**src/rtl/crtr_pipe_ctrl.sv**
```systemverilog
module crtr_pipe_ctrl #(
	parameter int unsigned DEPTH = 19
) (
	input  logic           clk,
	input  logic           arst_n,
	input  logic           up_valid,
	output logic           up_ready,
	output logic           down_valid,
	input  logic           down_ready,
	output logic [DEPTH:1] en
);

	logic [DEPTH:1] valid_q;

	// a stage loads when it is empty or the stage after it moves on
	assign en[DEPTH] = !valid_q[DEPTH] || down_ready;

	for (genvar i = 1; i < DEPTH; i++) begin : g_en
		assign en[i] = !valid_q[i] || en[i+1];
	end

	// valid bits travel with the data
	always_ff @(posedge clk or negedge arst_n) begin
		if (!arst_n) begin
			valid_q <= '0;
		end else begin
			if (en[1]) begin
				valid_q[1] <= up_valid;
			end
			for (int i = 2; i <= DEPTH; i++) begin
				if (en[i]) begin
					valid_q[i] <= valid_q[i-1];
				end
			end
		end
	end

	assign up_ready   = en[1];
	assign down_valid = valid_q[DEPTH];

endmodule

```
**config.mk**
```make
export PLATFORM = sky130hd
export DESIGN_NAME = crtr_pipe_ctrl
export DESIGN_NICKNAME = d
export VERILOG_FILES = /design/src/rtl/crtr_pipe_ctrl.sv
export SDC_FILE = /design/constraint.sdc
export NUM_CORES = 1
export LEC_CHECK = 0
export BUFFER_PORTS_ARGS = -buffer_cell sky130_fd_sc_hd__buf_2
export CAP_MARGIN = 25
export CORE_MARGIN = 2
export CORE_UTILIZATION = 45
export CTS_CLUSTER_DIAMETER = 80
export DETAILED_ROUTE_END_ITERATION = 8
export PLACE_DENSITY_LB_ADDON = 0.25
export SETUP_SLACK_MARGIN = 0.3
export SLEW_MARGIN = 15
export SYNTH_ARGS = -nofsm -noshare
export SYNTH_HDL_FRONTEND = slang
export SYNTH_SLANG_ARGS = --single-unit
```
**constraint.sdc**
```tcl
create_clock -name clk -period 2 [get_ports clk]
set_clock_uncertainty 0.2 [all_clocks]
set_input_delay 0 -clock clk [delete_from_list [all_inputs] [get_ports clk]]
set_output_delay 0 -clock clk [all_outputs]
set_load 0.01 [all_outputs]
```
==> reports/qor.csv <==
stage;metric;value;unit
timing;max_slew.worst_pin.slew;431;ps
worst_setup_path;r2r-start;valid_q[19];
job;drv_cap;0;
detailed_routing;via_per_inst;5.27;
yosys;synth_area_per_cell;11.6;sq um
clock_network;cts_tree;yes;
detailed_routing;ant_nets;0;
clock_network;path_clk_slew;100;ps
worst_setup_path;cpPeakStageDelay;370;ps
status;violations;hold timing;
timing;hold_ws;-40.2;ps
timing;hold_violations;19;
pwr;netSwitchingPower;0.000270;W
pwr;p_clk_frac;0.218;
clock_network;cts.htree.levels;1;
finish;finalInstanceArea;1140;sq um
die;initial_core_util;0.483;
timing;fmax;0.576;GHz
clock_network;cts_root_buffer;clkbuf_4;
yosys;ys_seq_elements;19;
global_route;grt_use_total;0.181;
pwr;p_seq_frac;0.528;
yosys;yosysUniqueCellTypes;20;
pwr;p_leak;0.505;nW
status;outcome;complete, but fails checks;
yosys;synthCells;73;
yosys;ys_seq_area_frac;0.564;
worst_setup_path;timing.rr.end;valid_q[5];
clock_network;cts_made_buffers;3;
pwr;power_density;777;nW/um^2
global_route;grt_pass1_vias;661;
detailed_routing;via_count;706;
placement;portBuffers;24;
pwr;irDropWorstVdd;0.000471;V
placement;place_ws;282;ps
finish;drive_gt1_frac;0.505;
die;design.core.area;1750;sq um
worst_setup_path;end_kind;output pin;
worst_setup_path;required;1800;ps
finish;area_growth;35.3;%
clock_network;clock_latency;300;ps
pwr;p_sw_frac;0.304;
global_route;antenna_found_initial;0;
yosys;syn-num-nets;77;
detailed_routing;dr.pass1.iters;2;
die;dieArea;2240;sq um
global_route;grt_pass1_wl;2790;microns
worst_setup_path;crit_path_start;valid_q[19];
die;die_h;47.3;microns
worst_setup_path;path_max_fanout;8;
timing;rsz0062_at_grt;true;
yosys;syn_area;843;sq um
worst_setup_path;reg2reg_slack;360;ps
worst_setup_path;path_class;register to output pin;
die;die_width;47.3;microns
worst_setup_path;slowest_stage;dfrtp_1;
die;io_pins;25;
timing;finalCriticalPeriod;1730;ps
detailed_routing;drt_iter0_drc;4;
timing;relSlewSlack;0.713;
placement;routabilityCongestion;0.736;
detailed_routing;wl;1780;microns
pwr;combPwrFrac;0.254;
die;placementRows;15;
finish;nets;114;
placement;dpl-instance-area;967;sq um
global_route;grt_max_degree;20;
hold_path;holdCritPathClass;input pin to asynchronous set/reset pin;
worst_setup_path;worstPathArrival;1530;ps
pwr;p_int;0.000617;W
worst_setup_path;path_delay_family;simple AND/OR/NAND/NOR gates;
worst_setup_path;crit_chain;and4b_2 -> buf_6 -> and3_4 -> nand4_1 -> buf_2;
worst_setup_path;cp_num_buf_inv;2;
timing;post-route-period-util;0.867;
timing;setup_violations;0;
timing;fin_setup_tns;0;ps
finish;largest_register_ffs;19;
timing;slew_violations;0;
detailed_routing;drc;0;
finish;n_antenna_cell;0;
finish;top_regs;valid_q x19;
worst_setup_path;start_kind;register;
clock_network;clock_sinks;19;
finish;top_register;valid_q;
timing;setup_ws;265;ps
yosys;yosysWarnings;0;
placement;post-dp-hpwl;1100;microns
global_route;grt-ovfl-total;0;
clock_network;cts_buffer_depth;2;
detailed_routing;wl_per_cell;13.2;microns
worst_setup_path;reg2reg_depth;5;
area by class of cell:
cell class,count,area (sq um)
tap,25,31.3
multi-input combinational,48,360
sequential,19,479
timing repair buffer,35,233
inverter,3,11.3
clock buffer,4,26.3
fill,155,604
repair_timing:
item                       CTS  global route
hold buffers                 4             0
hold endpoints to repair    22             0
gates cloned                 1             0
buffers inserted             7             1
gates resized for setup      8            10
pin swaps                    4             7
setup endpoints to repair   23            40
power groups by stage:
stage / clock network (W) / logic, W / registers, W
2_1_floorplan: 0 / 0.000120 / 0.000463
6_report: 0.000193 / 0.000225 / 0.000469
3_5_place_dp: 0 / 0.000166 / 0.000473
5_1_grt: 0.000216 / 0.000247 / 0.000477
3_3_place_gp: 0 / 0.000164 / 0.000471
4_1_cts: 0.000200 / 0.000220 / 0.000466
cells in the final DEF, fill, tap and decap left out, drive strengths merged:
cell,Yosys,layout
a21o,3,3
nand3,7,7
and4,2,2
clkbuf,0,4
and4b,1,1
nor4,1,1
dlygate4sd3,0,3
inv,3,3
or2,1,1
dfrtp,19,19
nand2,6,6
a31o,5,5
nand2b,6,6
or2b,1,1
nand3b,1,1
buf,4,32
and3,3,4
a41o,4,4
nand4,4,4
and2,2,2
how the worst max path moves through the flow:
stage	to	cells after the start
floorplan	valid_q[13]	5
global placement	en[11]	4
detailed placement	en[12]	4
CTS	en[1]	5
global route	en[8]	5
finish	en[8]	5
per-stage QoR:
stage / hold slack (ps) / instances / util / total power [W]
5_1_grt: 7.60 / 134 / 0.654 / 0.000939
3_5_place_dp: -238 / 118 / 0.554 / 0.000639
3_3_place_gp: -237 / 118 / 0.554 / 0.000635
4_1_cts: 119 / 134 / 0.636 / 0.000886
2_1_floorplan: -496 / 73 / - / 0.000583
6_report: -40.2 / 134 / 0.654 / 0.000887
synthesized netlist by cell type:
cell type  instances  area share
dfrtp_1           19        0.56
nand3_1            7       0.042
nand2_1            6       0.027
nand2b_1           6       0.045
a31o_2             5       0.052
a41o_1             4       0.047
nand4_1            4       0.030
a21o_1             3       0.027
and3_1             3       0.022
buf_4              3       0.027
and2_1             2       0.015
and4_1             2       0.021
inv_1              2      0.0089
and4b_2            1       0.013
buf_2              1      0.0059
inv_2              1      0.0044
nand3b_1           1      0.0089
nor4_4             1       0.025
or2_2              1      0.0074
or2b_1             1      0.0089
routing by layer:
| layer | share of wire | vias to the layer above | GRT usage |
|---|---|---|---|
| met3 | 0.025 | 4 | 0.0231 |
| met5 | 0 | - | 0 |
| met4 | 0.017 | 0 | 0.100 |
| li1 | - | 345 | - |
| met2 | 0.51 | 11 | 0.308 |
| met1 | 0.44 | 346 | 0.220 |
logic make-up (layout without fill, tap and decap cells):
group           count (synthesis)  in the layout  synth area share
buf+inv                         7             42            0.0460
flops                          19             19             0.564
simple gates                   35             36             0.264
compound gates                 12             12             0.126
worst reg2reg max path, stage by stage, from the launching register on:
cell and delay, ps:
dfrtp_1 400, and4b_2 250, buf_6 130, and3_4 190, buf_4 150, a41o_1 220
Note: power is estimated with default switching activity, not from simulation.
