`src/rtl/crtr_barrett.sv`:
```
module crtr_barrett #(
	parameter int unsigned   N = 30,
	parameter logic [N-1:0]  M = 30'd1073692673
) (
	input  logic           clk,
	input  logic [2:0]     en,
	input  logic [2*N-1:0] x,
	output logic [N-1:0]   r
);

	// reciprocal of the modulus, worked out at elaboration
	localparam logic [2*N+1:0] TWO_2N = (2*N+2)'(1) << (2*N);
	localparam logic [N:0]     MU     = (N+1)'(TWO_2N / (2*N+2)'(M));
	localparam logic [N+1:0]   M1     = (N+2)'(M);
	localparam logic [N+1:0]   M2     = M1 << 1;

	logic [N:0]     q_s1;
	logic [N+1:0]   xl_s1;
	logic [N+1:0]   r_s2;
	logic [N-1:0]   r_s3;
	logic [2*N+1:0] qmu;
	logic [2*N:0]   qm;

	// quotient estimate from the top bits
	assign qmu = x[2*N-1:N-1] * MU;

	always_ff @(posedge clk) begin
		if (en[0]) begin
			q_s1  <= qmu[2*N+1:N+1];
			xl_s1 <= x[N+1:0];
		end
	end

	// remainder estimate, below three times the modulus
	assign qm = q_s1 * M;

	always_ff @(posedge clk) begin
		if (en[1]) begin
			r_s2 <= xl_s1 - qm[N+1:0];
		end
	end

	// final correction by up to two subtractions
	always_ff @(posedge clk) begin
		if (en[2]) begin
			if (r_s2 >= M2) begin
				r_s3 <= N'(r_s2 - M2);
			end else if (r_s2 >= M1) begin
				r_s3 <= N'(r_s2 - M1);
			end else begin
				r_s3 <= N'(r_s2);
			end
		end
	end

	assign r = r_s3;

endmodule

```
`config.mk`:
```
export PLATFORM = sky130hd
export DESIGN_NAME = crtr_barrett
export DESIGN_NICKNAME = d
export VERILOG_FILES = /design/src/rtl/crtr_barrett.sv
export SDC_FILE = /design/constraint.sdc
export NUM_CORES = 1
export LEC_CHECK = 0
export ABC_AREA = 1
export BUFFER_PORTS_ARGS = -buffer_cell sky130_fd_sc_hd__buf_2
export CORE_ASPECT_RATIO = 1.2
export CORE_MARGIN = 5
export CORE_UTILIZATION = 45
export CTS_CLUSTER_SIZE = 25
export DETAILED_ROUTE_END_ITERATION = 10
export HOLD_SLACK_MARGIN = 0.06
export PLACE_DENSITY_LB_ADDON = 0.2
export SKIP_CTS_REPAIR_TIMING = 1
export SLEW_MARGIN = 20
export SYNTH_ARGS = -nofsm -noshare
export SYNTH_HDL_FRONTEND = slang
export SYNTH_SLANG_ARGS = --single-unit
```
`constraint.sdc`:
```
create_clock -name clk -period 6.46 [get_ports clk]
set_input_delay 0 -clock clk [delete_from_list [all_inputs] [get_ports clk]]
set_output_delay 0 -clock clk [all_outputs]
set_load 0.005 [all_outputs]
```
==> impl_results.md <==
- Cell Chain, Critical Path: buf_6 > fa_1 > inv_2 > fa_2 > fa_2 > fa_1 > fa_1 > fa_1 > fa_1 > inv_1 > fa_1 > inv_1 > ha_4 > buf_4 > nand2_2 > inv_1 > nand3_1 > o221ai_1 > a21oi_2 > nand2_1 > nand2_1 > nand2_1
- Fill cells: 4,158
- Crit-path leading delay family: adder cells
- Avg Inst Size Synth: 8.15 um^2
- All-layer global routing usage: 23.4%
- Placed insts: 3,141
- WL per Instance: 17.6 um
- CTS clk-pin slew, worst paths: 60 ps
- Max stage delay on crit path: 590 ps
- RR Startpoint: q_s1[6]$_DFFE_PP_
- Cell accounting for the most synthesized area: ha_1
- GRT overflow: 0
- Slew margin rel.: 41.7%
- Area occupied by multi-input gates: 14,200 um^2
- Top_reg_cell synth: edfxtp_1
- Crit path required time: 6670 ps
- Ratio of cells with drive above 1 in the final layout: 10.7%
- Clock Sinks: 125
- Via-per-instance ratio: 5.04
- Initial antenna violation count: 1
- Most common cell on crit path: fa_1
- Register bit total from synthesis: 125
- TritonCTS Buffers: 17
- Worst r2r path cells: 22
- I/O Pins: 94
- Final hold vios: 0
- Setup violators final: 0
- Post-Syn Area: 20,100 um^2
- Clock Path Buffers: 2
- Buf+Inv Stages, Crit Path: 6
- Yosys warns: 0
- Worst skew pair latency: 450 ps
- Minimum clock period: 6280 ps
- Worst hold-check path type: in2reg
- DRT antenna net count: 0
- CP endpoint kind: flop
- First-pass GRT wire length: 88.8 mm
- Die Span X: 203 um
- Async set or reset register ratio after synthesis: 0%
- Final cell count without fillers: 3,216
- Post-Synthesis Cells: 2,465
- Slew Limit Fails: 0
- Crit path depth: 22
- Period utilisation layout: 97.2%
- Core footprint: 44,000 um^2
- DIE AREA: 49,000 um^2
- Critical path's slowest cell: fa_1
- H-Tree Depth: 4
- Worst-Margin Slew: 875 ps
- PortBufs: 93
- Row count: 84
- CTS Root Cell: clkbuf_16
- Vias in the first global route: 16,500
- Net Count, Synth: 3,100
- R2r endpoint: r_s2[30]$_DFFE_PP_
- Die Y: 241 um
- WS Path Type: reg2reg
- Max Clock Skew: 12.7 ps
- Post-Route WL: 56.6 mm
- Initial Util: 45.6%
- Area Overhead vs Synth: 12.8%
- Status: finished, final reports clean
- R2R Setup Slk: 180 ps
- WP data arrival: 6480 ps
- Synth cell types: 47
- Crit Path Max Fanout: 3
- GP Congestion: 0.976
- CP Launch Type: flop
- Antenna cells: 0
- Dpl hpwl: 49.6 mm
- Critical path endpoint: r_s2[30]$_DFFE_PP_
- DRC Markers: 0
- Crit. Startpoint: q_s1[6]$_DFFE_PP_
- CTS tree: done
- Maxcap violations: 0
- Synth area leaders: ha_1, edfxtp_1, fa_1
- DR vias: 16,200
- Sequential cell area: 3750 um^2
- Nets: 3,279
- Sequential share of the synthesized area: 18.7%
- First DRT Iteration DRCs: 828
- FMAX: 159 MHz
- EDFF count, synth: 125
- Largest net degree at the start of global routing: 64
- Top-area cell type share of the netlist area: 26.9%
- Drt first pass iters: 8
worst min path at each step:
stage               start  cells after the start             endpoint  slack [ps]
finish              x[51]                      3   q_s1[21]$_DFFE_PP_          80
detailed placement  x[16]                      1  xl_s1[16]$_DFFE_PP_         180
CTS                  x[9]                      1   xl_s1[9]$_DFFE_PP_        -290
floorplan            x[0]                      0   xl_s1[0]$_DFFE_PP_         100
global placement    x[24]                      1  xl_s1[24]$_DFFE_PP_         180
global route        x[51]                      3   q_s1[21]$_DFFE_PP_          80
cells in the mapped netlist (2+ instances only):
cell        n
inv_1     578
nand2_1   481
ha_1      432
nor2_1    172
fa_1      139
edfxtp_1  125
nand3_1   114
xor2_1     88
a21oi_1    79
o21ai_0    60
o21ai_2    26
nor3_1     20
xnor2_1    18
nand4_1    17
nand2_2    11
a21o_1     10
a31oi_1     9
inv_2       9
o21bai_1    9
buf_6       7
a21boi_0    6
o211ai_1    6
nand2_4     5
buf_4       4
buf_2       3
nand3b_1    3
nor2_2      3
o221ai_1    3
or2_2       3
and3_1      2
clkbuf_1    2
nor2_4      2
nor2_8      2
nor4_1      2
o21a_1      2
o21ai_1     2
final cells by class:
type | instances | area share (%)
inverters | 589 | 9.80
well taps | 559 | 3.09
clock inverters | 15 | 0.861
clock buffers | 17 | 1.88
multi-input cells | 1735 | 62.6
flip-flops and latches | 125 | 16.6
repair buffers | 176 | 5.24
placed cells by master (no fill, tap or decap), drive strengths merged:
cell type / Yosys / final
a21o: 10 / 10
buf: 14 / 138
o21a: 2 / 2
clkbuf: 2 / 17
or2: 3 / 3
a21boi: 6 / 6
o21ai: 89 / 89
inv: 589 / 590
nor2: 179 / 179
edfxtp: 125 / 125
clkinv: 0 / 4
and3: 2 / 2
o31ai: 1 / 1
a22oi: 1 / 1
o221ai: 3 / 3
bufinv: 0 / 4
nand3b: 3 / 3
and2: 1 / 1
fa: 139 / 139
a21oi: 80 / 80
xnor2: 18 / 18
xor2: 89 / 89
nand3: 115 / 115
nor4: 2 / 2
ha: 432 / 432
nor3: 21 / 21
nand4: 17 / 17
dlygate4sd3: 0 / 38
o211ai: 6 / 6
a31oi: 9 / 9
o21bai: 9 / 9
clkinvlp: 0 / 6
nand2: 497 / 497
a32oi: 1 / 1
flip-flops by register name, summed over array words and instances (netlist names):
register / cells
r_s2: 32
xl_s1: 32
q_s1: 31
r: 30
metrics by stage:
stage	utilization [%]	TNS [ps]	area, um^2	setup WS [ps]	hold WS [ps]
after floorplan	-	0	20100	200	98.9
after global placement	48.6	-13.6	21400	-13.6	177
after global routing	51.4	-3.14	22700	-3.14	75.7
after CTS	50.1	-91.8	22000	-85.6	-290
after detailed placement	48.6	-85.3	21400	-81.2	178
final	51.4	0	22700	183	83.4
logic make-up (layout without fill, tap and decap cells):
| logic type | after synthesis | count (layout) | share of synthesized area [%] |
|---|---|---|---|
| fa+ha+maj | 571 | 571 | 40.8 |
| buf+inv | 605 | 797 | 11.7 |
| xor+xnor | 107 | 107 | 4.70 |
| simple gates | 840 | 840 | 17.6 |
| compound gates | 217 | 217 | 6.57 |
| flops | 125 | 125 | 18.7 |
worst register-to-register path, cell delays in order (launching register included):
cell and delay, ps:
edfxtp_1 460, buf_6 170, fa_1 580, inv_2 80
fa_2 500, fa_2 440, fa_1 480, fa_1 590
fa_1 450, fa_1 540, inv_1 50, fa_1 530
inv_1 60, ha_4 260, buf_4 140, nand2_2 70
inv_1 60, nand3_1 100, o221ai_1 140, a21oi_2 170
nand2_1 70, nand2_1 60, nand2_1 50
per-layer routing:
metal	vias to the layer above	global-route usage, %	share of wire, %
li1	8161	-	-
met1	7623	27.2	41
met2	337	45.0	53
met3	101	2.20	3.1
met4	0	8.27	3.8
met5	-	0	0
Power is left out: the tool's default activity adds up to more than one toggle a clock period on the data nets, which glitch-free logic cannot reach.
